## src/hdl/can_fragment_reassembler_top_macros.svh

```systemverilog
// Assertion macros for the reassembler's top-level RTL file.
// Needs nothing else; included by the top module, which checks its own logic.
`ifndef CAN_FRAGMENT_REASSEMBLER_TOP_MACROS_SVH
`define CAN_FRAGMENT_REASSEMBLER_TOP_MACROS_SVH

// Implication that must hold at every clock edge once out of reset.
`define CFR_ASSERT_IMP(label, ante, cons, msg) \
  label: assert property (@(posedge clk) disable iff (!rst_n) (ante) |-> (cons)) \
    else $error(msg);

// Implication whose consequent is checked in the cycle after the antecedent.
`define CFR_ASSERT_NEXT(label, ante, cons, msg) \
  label: assert property (@(posedge clk) disable iff (!rst_n) (ante) |=> (cons)) \
    else $error(msg);

`endif

```

## src/hdl/cfr_pkg.sv

```systemverilog
// Shared types and constants for the CAN fragment reassembler.
// Depends on nothing; used by every module of the block.
package cfr_pkg;

  localparam logic [2:0] ST_PARTIAL = 3'd0;
  localparam logic [2:0] ST_DROP    = 3'd1;
  localparam logic [2:0] ST_ORPHAN  = 3'd2;
  localparam logic [2:0] ST_CRCFAIL = 3'd3;
  localparam logic [2:0] ST_WORD    = 3'd4;

  localparam logic [15:0] CRC_INIT = 16'hFFFF;
  localparam logic [15:0] CRC_POLY = 16'h1021;
  localparam int unsigned WORD_LIMIT = 64;

  // Byte-serial CRC unit control.
  typedef struct packed {
    logic       clear;
    logic       feed;
    logic [7:0] data;
  } crc_ctl_t;

  // Fold one byte into CRC-16/CCITT-FALSE, eight bit steps.
  function automatic logic [15:0] crc_byte(input logic [15:0] crc_in,
                                           input logic [7:0] b);
    logic [15:0] c;
    c = crc_in ^ {b, 8'h00};
    for (int k = 0; k < 8; k++) begin
      c = c[15] ? ({c[14:0], 1'b0} ^ CRC_POLY) : {c[14:0], 1'b0};
    end
    return c;
  endfunction

endpackage

```

## src/hdl/cfr_crc.sv

```systemverilog
// Byte-serial CRC-16/CCITT-FALSE accumulator, one byte per cycle while feed is high.
// Depends on cfr_pkg.
module cfr_crc (
  input  logic             clk,
  input  logic             rst_n,
  input  cfr_pkg::crc_ctl_t ctl,
  output logic [15:0]      crc
);
  logic [15:0] crc_r, crc_nxt;

  // Clear to the seed or fold in one byte.
  always_comb begin
    crc_nxt = crc_r;
    if (ctl.clear) begin
      crc_nxt = cfr_pkg::CRC_INIT;
    end else if (ctl.feed) begin
      crc_nxt = cfr_pkg::crc_byte(crc_r, ctl.data);
    end
  end

  always_ff @(posedge clk) begin
    if (!rst_n) begin
      crc_r <= cfr_pkg::CRC_INIT;
    end else begin
      crc_r <= crc_nxt;
    end
  end

  assign crc = crc_r;
endmodule

```

## config.mk

```make
export PLATFORM = sky130hd
export DESIGN_NAME = cfr_crc
export DESIGN_NICKNAME = d
export VERILOG_FILES = /design/src/hdl/can_fragment_reassembler_top_macros.svh /design/src/hdl/cfr_pkg.sv /design/src/hdl/cfr_crc.sv
export SDC_FILE = /design/constraint.sdc
export NUM_CORES = 1
export LEC_CHECK = 0
export BUFFER_PORTS_ARGS = -buffer_cell sky130_fd_sc_hd__buf_2
export CAP_MARGIN = 20
export CORE_MARGIN = 8
export CORE_UTILIZATION = 49
export DETAILED_ROUTE_END_ITERATION = 12
export GPL_TIMING_DRIVEN = 0
export PLACE_DENSITY = 0.85
export SLEW_MARGIN = 30
export SYNTH_ARGS = -nofsm -noshare
export SYNTH_HDL_FRONTEND = slang
export SYNTH_SLANG_ARGS = --single-unit
```

## constraint.sdc

```tcl
create_clock -name clk -period 1.92 [get_ports clk]
set_clock_uncertainty 0.15 [all_clocks]
set_input_delay 0.288 -clock clk [delete_from_list [all_inputs] [get_ports clk]]
set_output_delay 0.288 -clock clk [all_outputs]
set_load 0.1 [all_outputs]
```

==> metrics, run 1 <==
status finished clean; Multi-input gate area 591 um^2; RSZ-0062 raised after global routing no; critical path capture point type output port; met2 Use GR 0.188; Ant. Diodes 0; largest cells by area after synthesis dfxtp_1 34%, xnor3_1 15%, xor3_1 7.7%; min-delay worst type in2reg; gr usage total 0.111; via count 666; setup ws final 0.331 ns; clock sinks 16; sequential area share after synthesis 0.345; Row Count 15; CP peak stage delay 0.45 ns; met3 Use GR 0.0412; layout cells sized above 1 0.369; Critical R2R Launch crc[15]$_SDFFE_PP1P_; first-pass GRT wire length 3.08 mm; 1st-pass router iterations 4; CTS Buf Count 3; vias per cell 4.90; post-layout net count 124; postcts setup bufs 0; Global Route met1 Usage 0.125; clock-pin slew on the worst setup and hold paths 0.10 ns; max-slew violations 0; Yosys cell types 21; CTS tree built; startpoint types flop; share of the synthesized area in the top cell type 0.345; remaining global-route overflow 0; fin crit period 1.59 ns; crit-path cells buf_2; initial antenna violation count 0; Worst-Skew Late Latency 0.29 ns; Setup violations, final 0; total power 0.000999 W; slowest cell on the critical path buf_2; Die Ht 59.6 um; max cap viols 0; RR Endpoint crc[7]$_SDFFE_PP1P_; Final Non-Filler Cells 136; Critical path origin crc[8]$_SDFFE_PP1P_; core region area 1760 um^2; WS Path Type reg2out; hold_sp ctl[8]; hold worst-path end crc[12]$_SDFFE_PP1P_; Place WS 0.373 ns; Synth Register Bits 16; Largest register FFs 16; die area 3550 um^2; pin count of the biggest net entering global routing 11; Crit Path Max Fanout 3; Ports 28; VDD IR max 663 uV; synth-to-layout area growth 22.5%; largest area contributor in the netlist dfxtp_1; Die Wd 59.6 um; Initial Util 0.527; most used routing layer met2; # DRC 0; DPL Wire Length 1.46 mm; Buf+Inv Stages, Crit Path 1; Routed Antenna Nets 0; PortBufs 27; post-DR wirelength/cell 13.4 um; Fmax 0.629 GHz; RePlAce Congestion 0.805; clock root buffer clkbuf_4; YS warnings 0; Inst Count DP 132; 1st-iter DRT viols 13; Cells after Synth 80; worst slew pin tran 0.491 ns; Clock Path Buffers 2; H-tree depth 1; r2r setup slk 0.41 ns; Final Hold Viols 0; Post-CTS Hold Buffers 0; slew margin rel. 0.675; hold path depth 2; WP data arrival 1.15 ns; register area 327 um^2; Post-Syn Area 930 um^2; WP data required 1.48 ns; PostCTS Resize Cnt 0; leak pwr 0.509 nW; pwr/cell area 878 nW/um^2; Top delay family on crit path buffers and inverters; Reg2Reg Depth 3; Syn Nets 92; Routed WL 1.82 mm; Avg Inst Size Synth 11.6 um^2; Final TNS setup 0 ns; filler instances 151; vias in the first global route 701; period utilisation layout 0.828
-- worst max-delay path by stage --
stage                                      end  cells after the start
final                                   crc[8]                      1
after global routing                    crc[8]                      1
after CTS                               crc[8]                      1
after detailed placement  crc[12]$_SDFFE_PP1P_                      4
after global placement    crc[12]$_SDFFE_PP1P_                      4
after floorplan           crc[12]$_SDFFE_PP1P_                      3
-- layer usage --
layer  routed length, um  part of all wire  up-vias
met1                 791              0.44      305
met3                 141             0.078        2
met5                   0                 0        -
met4                  14            0.0077        0
met2                 868              0.48       19
li1                    -                 -      340
-- stage by stage --
stage / area [um^2] / hold WS, ns / utilization
final: 1140 / 0.118 / 0.645
after global routing: 1140 / 0.142 / 0.645
after CTS: 1140 / 0.126 / 0.645
after detailed placement: 1100 / 0.325 / 0.625
after global placement: 1100 / 0.305 / 0.625
after floorplan: 936 / 0.246 / -
-- cell usage after synthesis (all sizes together) --
cell type,instances
a211o,1
xor3,3
a21bo,1
clkinv,1
dfxtp,16
xor2,3
a21oi,8
xnor2,12
xnor3,6
o21ai,4
nor2b,1
nand2b,1
nor3,3
buf,1
nand2,7
nor2,2
o211ai,7
clkbuf,3
-- area by class of cell --
type / count / share of cell area
inverter: 1 / 0.00330
timing repair buffer: 27 / 0.119
clock buffer: 4 / 0.0319
tap: 25 / 0.0275
multi-input combinational: 59 / 0.519
sequential: 16 / 0.287
buffer: 4 / 0.0132
-- cell families (layout without fill, tap and decap cells) --
kind of cell	after synthesis	count (layout)	synth area share
buf+inv	5	36	0.0202
simple gates	14	14	0.0660
xor+xnor	24	24	0.428
flops	16	16	0.345
compound gates	21	21	0.141
-- cells in the final DEF, fill, tap and decap left out, types with 3 or more instances in the layout --
master	count
clkbuf_1	3
xor2_1	3
nor3_1	3
xor3_1	3
a21oi_1	8
xnor2_1	7
xnor2_2	3
nand2_1	7
xnor3_1	6
buf_2	27
clkbuf_4	3
dfxtp_2	5
dfxtp_1	11
o211ai_1	7
-- report_power, final --
part	internal [W]	switching, W	total (W)
Combinational	0.000156	0.000240	0.000396
Clock	0.000116	0.000113	0.000228
Sequential	0.000354	0.0000215	0.000375
(Power assumes the default switching activity.)
==> inputs of run 2 (changes only) <==
==> constraint.sdc (replaced) <==
create_clock -name clk -period 1.6 [get_ports clk]
set_clock_uncertainty 0.15 [all_clocks]
set_input_delay 0.24 -clock clk [delete_from_list [all_inputs] [get_ports clk]]
set_output_delay 0.24 -clock clk [all_outputs]
set_load 0.1 [all_outputs]
==> metrics, run 2 (synthesized netlist as in run 1, its figures left out) <==
WS Path Type reg2reg; remaining global-route overflow 0 (unchanged); slowest cell on the critical path xor3_1; min-delay worst type in2reg; Ports 28 (unchanged); Psw 0.000449 W (+20%); fin crit period 1.57 ns; hold_sp ctl[8]; 1st-iter DRT viols 9 (-4); pwr/cell area 1040 nW/um^2 (+18%); 1st-pass router iterations 4 (unchanged); vias in the first global route 737 (+5.1%); Routed WL 1.94 mm (+6.9%); Critical path origin crc[13]$_SDFFE_PP1P_; Top delay family on crit path XOR/XNOR gates; Fmax 0.638 GHz; Post-CTS Hold Buffers 0 (unchanged); critical path capture point type flop; internal power 0.000750 W (+20%); Final Hold Viols 0 (unchanged); Place WS 0.0645 ns (-0.308 ns); max-slew violations 0 (unchanged); post-DR wirelength/cell 14.3 um (+6.9%); Largest register FFs 16 (unchanged); leak pwr 0.507 nW (-0.42%); H-tree depth 1 (unchanged); DPL Wire Length 1.54 mm (+5.4%); worst slew pin tran 0.491 ns (+0.000749 ns); commonest cells after routing, fill and taps aside 27 x buf_2, 10 x dfxtp_2, 8 x a21oi_1; startpoint types flop; setup ws final 0.0329 ns (-0.298 ns); Comb pwr share 0.400 (+0.004); period utilisation layout 0.979; via count 699 (+5.0%); Initial Util 0.527 (unchanged); clock network power share 0.224 (-0.005); Die Wd 59.6 um (unchanged); status finished clean; Crit Path Max Fanout 5 (+2); WP data arrival 1.63 ns (+0.48 ns); WP data required 1.66 ns (+0.18 ns); post-layout net count 124 (unchanged); # DRC 0 (unchanged); most common cell after layout, fill and taps aside buf_2; Buf+Inv Stages, Crit Path 0 (-1); Critical R2R Launch crc[13]$_SDFFE_PP1P_; Reg2Reg Depth 3 (unchanged); r2r setup slk 0.03 ns (-0.38 ns); slew margin rel. 0.675 (about the same); VDD IR max 659 uV (-0.63%); Row Count 15 (unchanged); met3 Use GR 0.0412 (unchanged); Routed Antenna Nets 0 (unchanged); total power 0.00120 W (+20%); gr usage total 0.122 (+0.0114); crit-path cells xnor2_2 > xor3_1 > a21oi_1; Flop pwr share 0.376 (about the same); clock root buffer clkbuf_4; Setup violations, final 0 (unchanged); most used routing layer met2; RSZ-0062 raised after global routing no; postcts setup bufs 0 (unchanged); RePlAce Congestion 0.803 (-0.15%); clock sinks 16 (unchanged); hold path depth 2 (unchanged); die area 3550 um^2 (unchanged); vias per cell 5.14 (+5.0%); clock-pin slew on the worst setup and hold paths 0.10 ns (about the same); first-pass GRT wire length 3.28 mm (+6.3%); met2 Use GR 0.210 (+0.0216); synth-to-layout area growth 24.4%; Ant. Diodes 0 (unchanged); PostCTS Resize Cnt 0 (unchanged); DP Area 1120 um^2 (+1.6%); pin count of the biggest net entering global routing 11 (unchanged); Final Cell Area 1160 um^2 (+1.5%); layout cells sized above 1 0.441 (+0.0721); RR Endpoint crc[6]$_SDFFE_PP1P_; core region area 1760 um^2 (unchanged); CP peak stage delay 0.49 ns (+0.04 ns); Die Ht 59.6 um (unchanged); Worst-Skew Late Latency 0.28 ns (about the same); CTS Buf Count 3 (unchanged); Sw Share 0.374 (about the same); PortBufs 27 (unchanged); max cap viols 0 (unchanged); initial antenna violation count 0 (unchanged); Global Route met1 Usage 0.130 (+0.00473); hold worst-path end crc[12]$_SDFFE_PP1P_; Final TNS setup 0 ns (unchanged); Clock Path Buffers 2 (unchanged); CTS tree built
## run 2: layout make-up
cell class / instances / area [um^2]
flip-flops and latches: 16 / 344
well taps: 25 / 31.3
plain buffers: 4 / 15.0
inverters: 1 / 3.75
fillers: 163 / 608
multi-input cells: 59 / 591
clock buffers: 4 / 36.3
repair buffers: 27 / 135
## run 2: through the flow
| step | hold slack [ns] | utilization | cells |
|---|---|---|---|
| finish | 0.0919 | 0.655 | 136 |
| global placement | 0.306 | 0.635 | 132 |
| CTS | 0.0946 | 0.655 | 136 |
| detailed placement | 0.330 | 0.635 | 132 |
| floorplan | 0.198 | - | 80 |
| global route | 0.107 | 0.655 | 136 |
## run 2: worst max-delay path by stage
stage / depth (start not counted) / slack [ns] / end
6_report: 3 / 0.03 / crc[6]$_SDFFE_PP1P_
2_1_floorplan: 3 / -0.17 / crc[12]$_SDFFE_PP1P_
3_3_place_gp: 4 / 0.11 / crc[12]$_SDFFE_PP1P_
3_5_place_dp: 3 / 0.06 / crc[6]$_SDFFE_PP1P_
4_1_cts: 3 / 0.04 / crc[6]$_SDFFE_PP1P_
5_1_grt: 3 / 0.005 / crc[12]$_SDFFE_PP1P_
## run 2: power by group through the flow
stage                     clock network [W]  logic, W  registers (W)
after floorplan                           0  0.000228       0.000635
after global placement                    0  0.000472       0.000458
after detailed placement                  0  0.000480       0.000460
after CTS                          0.000271  0.000481       0.000451
after global routing               0.000292  0.000506       0.000454
final                              0.000269  0.000479       0.000450
## run 2: metal layers
metal | wire length [um] | share of wire
met1 | 796 | 0.41
met2 | 958 | 0.49
met3 | 165 | 0.085
met4 | 20 | 0.010
met5 | 0 | 0
==> inputs of run 3 (changes only) <==
--- a/config.mk
+++ b/config.mk
@@ -8,10 +8,10 @@
 export BUFFER_PORTS_ARGS = -buffer_cell sky130_fd_sc_hd__buf_2
 export CAP_MARGIN = 20
 export CORE_MARGIN = 8
-export CORE_UTILIZATION = 49
+export CORE_UTILIZATION = 35
 export DETAILED_ROUTE_END_ITERATION = 12
 export GPL_TIMING_DRIVEN = 0
-export PLACE_DENSITY = 0.85
+export PLACE_DENSITY = 0.66
 export SLEW_MARGIN = 30
 export SYNTH_ARGS = -nofsm -noshare
 export SYNTH_HDL_FRONTEND = slang
==> metrics, run 3 (synthesized netlist as in run 1, its figures left out) <==
Inst Count DP 137 (+3.8%); post-layout net count 124 (unchanged); pin count of the biggest net entering global routing 11 (unchanged); PostCTS Resize Cnt 0 (unchanged); max cap viols 0 (unchanged); leak pwr 0.501 nW (-1.2%); Ports 28 (unchanged); CTS Buf Count 3 (unchanged); Final Non-Filler Cells 141 (+3.7%); die area 4560 um^2 (+29%); VDD IR max 495 uV (-25%); layout cells sized above 1 0.432 (-0.00901); vias per cell 4.78 (-7.0%); WP data required 1.21 ns (-0.45 ns); 1st-pass router iterations 4 (unchanged); Final Hold Viols 0 (unchanged); Setup violations, final 0 (unchanged); Crit Path Max Fanout 3 (-2); via count 674 (-3.6%); min-delay worst type in2reg; Clock Path Buffers 2 (unchanged); pwr/cell area 1010 nW/um^2 (-2.9%); postcts setup bufs 0 (unchanged); period utilisation layout 0.962 (-0.0172); synth-to-layout area growth 24.0%; fin crit period 1.54 ns (-0.0275 ns); CTS tree built; filler instances 241 (+48%); Initial Util 0.372 (-0.155); slew margin rel. 0.671 (-0.00340); Fmax 0.650 GHz (+1.8%); core region area 2500 um^2 (+42%); Die Wd 67.5 um (+13%); remaining global-route overflow 0 (unchanged); CP peak stage delay 0.45 ns (-0.04 ns); most common cell after layout, fill and taps aside buf_2; initial antenna violation count 0 (unchanged); 1st-iter DRT viols 17 (+8); WS Path Type reg2out; Final TNS setup 0 ns (unchanged); worst slew pin tran 0.493 ns (+0.00173 ns); Largest register FFs 16 (unchanged); Post-CTS Hold Buffers 0 (unchanged); startpoint types flop; gr usage total 0.0986 (-0.0238); clock root buffer clkbuf_4; Row Count 18 (+3); vias in the first global route 708 (-3.9%); Final Core Density 0.461 (-0.194); max-slew violations 0 (unchanged); Top delay family on crit path buffers and inverters; crit-path cells buf_2; critical path capture point type output port; slowest cell on the critical path buf_2; Worst-Skew Late Latency 0.30 ns (+0.02 ns); RePlAce Congestion 0.781 (-2.8%); clock sinks 16 (unchanged); commonest cells after routing, fill and taps aside 27 x buf_2, 10 x dfxtp_2, 8 x a21oi_1; H-tree depth 1 (unchanged); PortBufs 27 (unchanged); clock-pin slew on the worst setup and hold paths 0.10 ns (about the same); RSZ-0062 raised after global routing no; first-pass GRT wire length 3.42 mm (+4.4%); Buf+Inv Stages, Crit Path 1 (+1); DP Area 1130 um^2 (+0.56%); Die Ht 67.5 um (+13%); Routed Antenna Nets 0 (unchanged); Final Cell Area 1150 um^2 (-0.32%); Routed WL 2.02 mm (+4.0%); # DRC 0 (unchanged); Ant. Diodes 0 (unchanged); post-DR wirelength/cell 14.3 um (+0.28%); WP data arrival 1.15 ns (-0.48 ns); status finished clean; DPL Wire Length 1.56 mm (+1.5%)
[run 3: cell counts in the layout (fill, tap and decap cells not counted)]
Identical to the previous run, type by type.
[run 3: cell type report]
type	count	area, um^2	area share
sequential	16	344	0.299
timing repair buffer	27	135	0.117
inverter	1	3.75	0.00326
clock buffer	4	26.3	0.0228
tap	30	37.5	0.0326
multi-input combinational	59	591	0.512
buffer	4	15.0	0.0130
[run 3: report_power, final]
part | internal [W] | total (W) | switching, W
clock network | 0.0000971 | 0.000233 | 0.000136
registers | 0.000424 | 0.000450 | 0.0000258
logic | 0.000187 | 0.000477 | 0.000290
[run 3: stage by stage]
stage          power [W]  hold slack, ns  worst slack, ns
6_report         0.00116          0.0645           0.0604
5_1_grt          0.00122          0.0836           0.0113
4_1_cts          0.00117          0.0584           0.0538
3_5_place_dp    0.000941           0.336           0.0883
3_3_place_gp    0.000934           0.307           0.0926
2_1_floorplan   0.000863           0.198           -0.173
[run 3: routing by layer]
| metal | wire, um | track usage |
|---|---|---|
| met2 | 1020 | 0.162 |
| met4 | 45 | 0.0470 |
| met3 | 129 | 0.0364 |
| met5 | 0 | 0 |
| met1 | 822 | 0.110 |
[run 3: final timing paths]
path	start	slack, ns	end	cells after the start
setup / recovery	crc[12]$_SDFFE_PP1P_	0.06	crc[12]	1
hold / removal	ctl[8]	0.06	crc[12]$_SDFFE_PP1P_	2
setup reg to reg	crc[15]$_SDFFE_PP1P_	0.09	crc[7]$_SDFFE_PP1P_	3
hold reg to reg	crc[4]$_SDFFE_PP1P_	0.34	crc[4]$_SDFFE_PP1P_	1
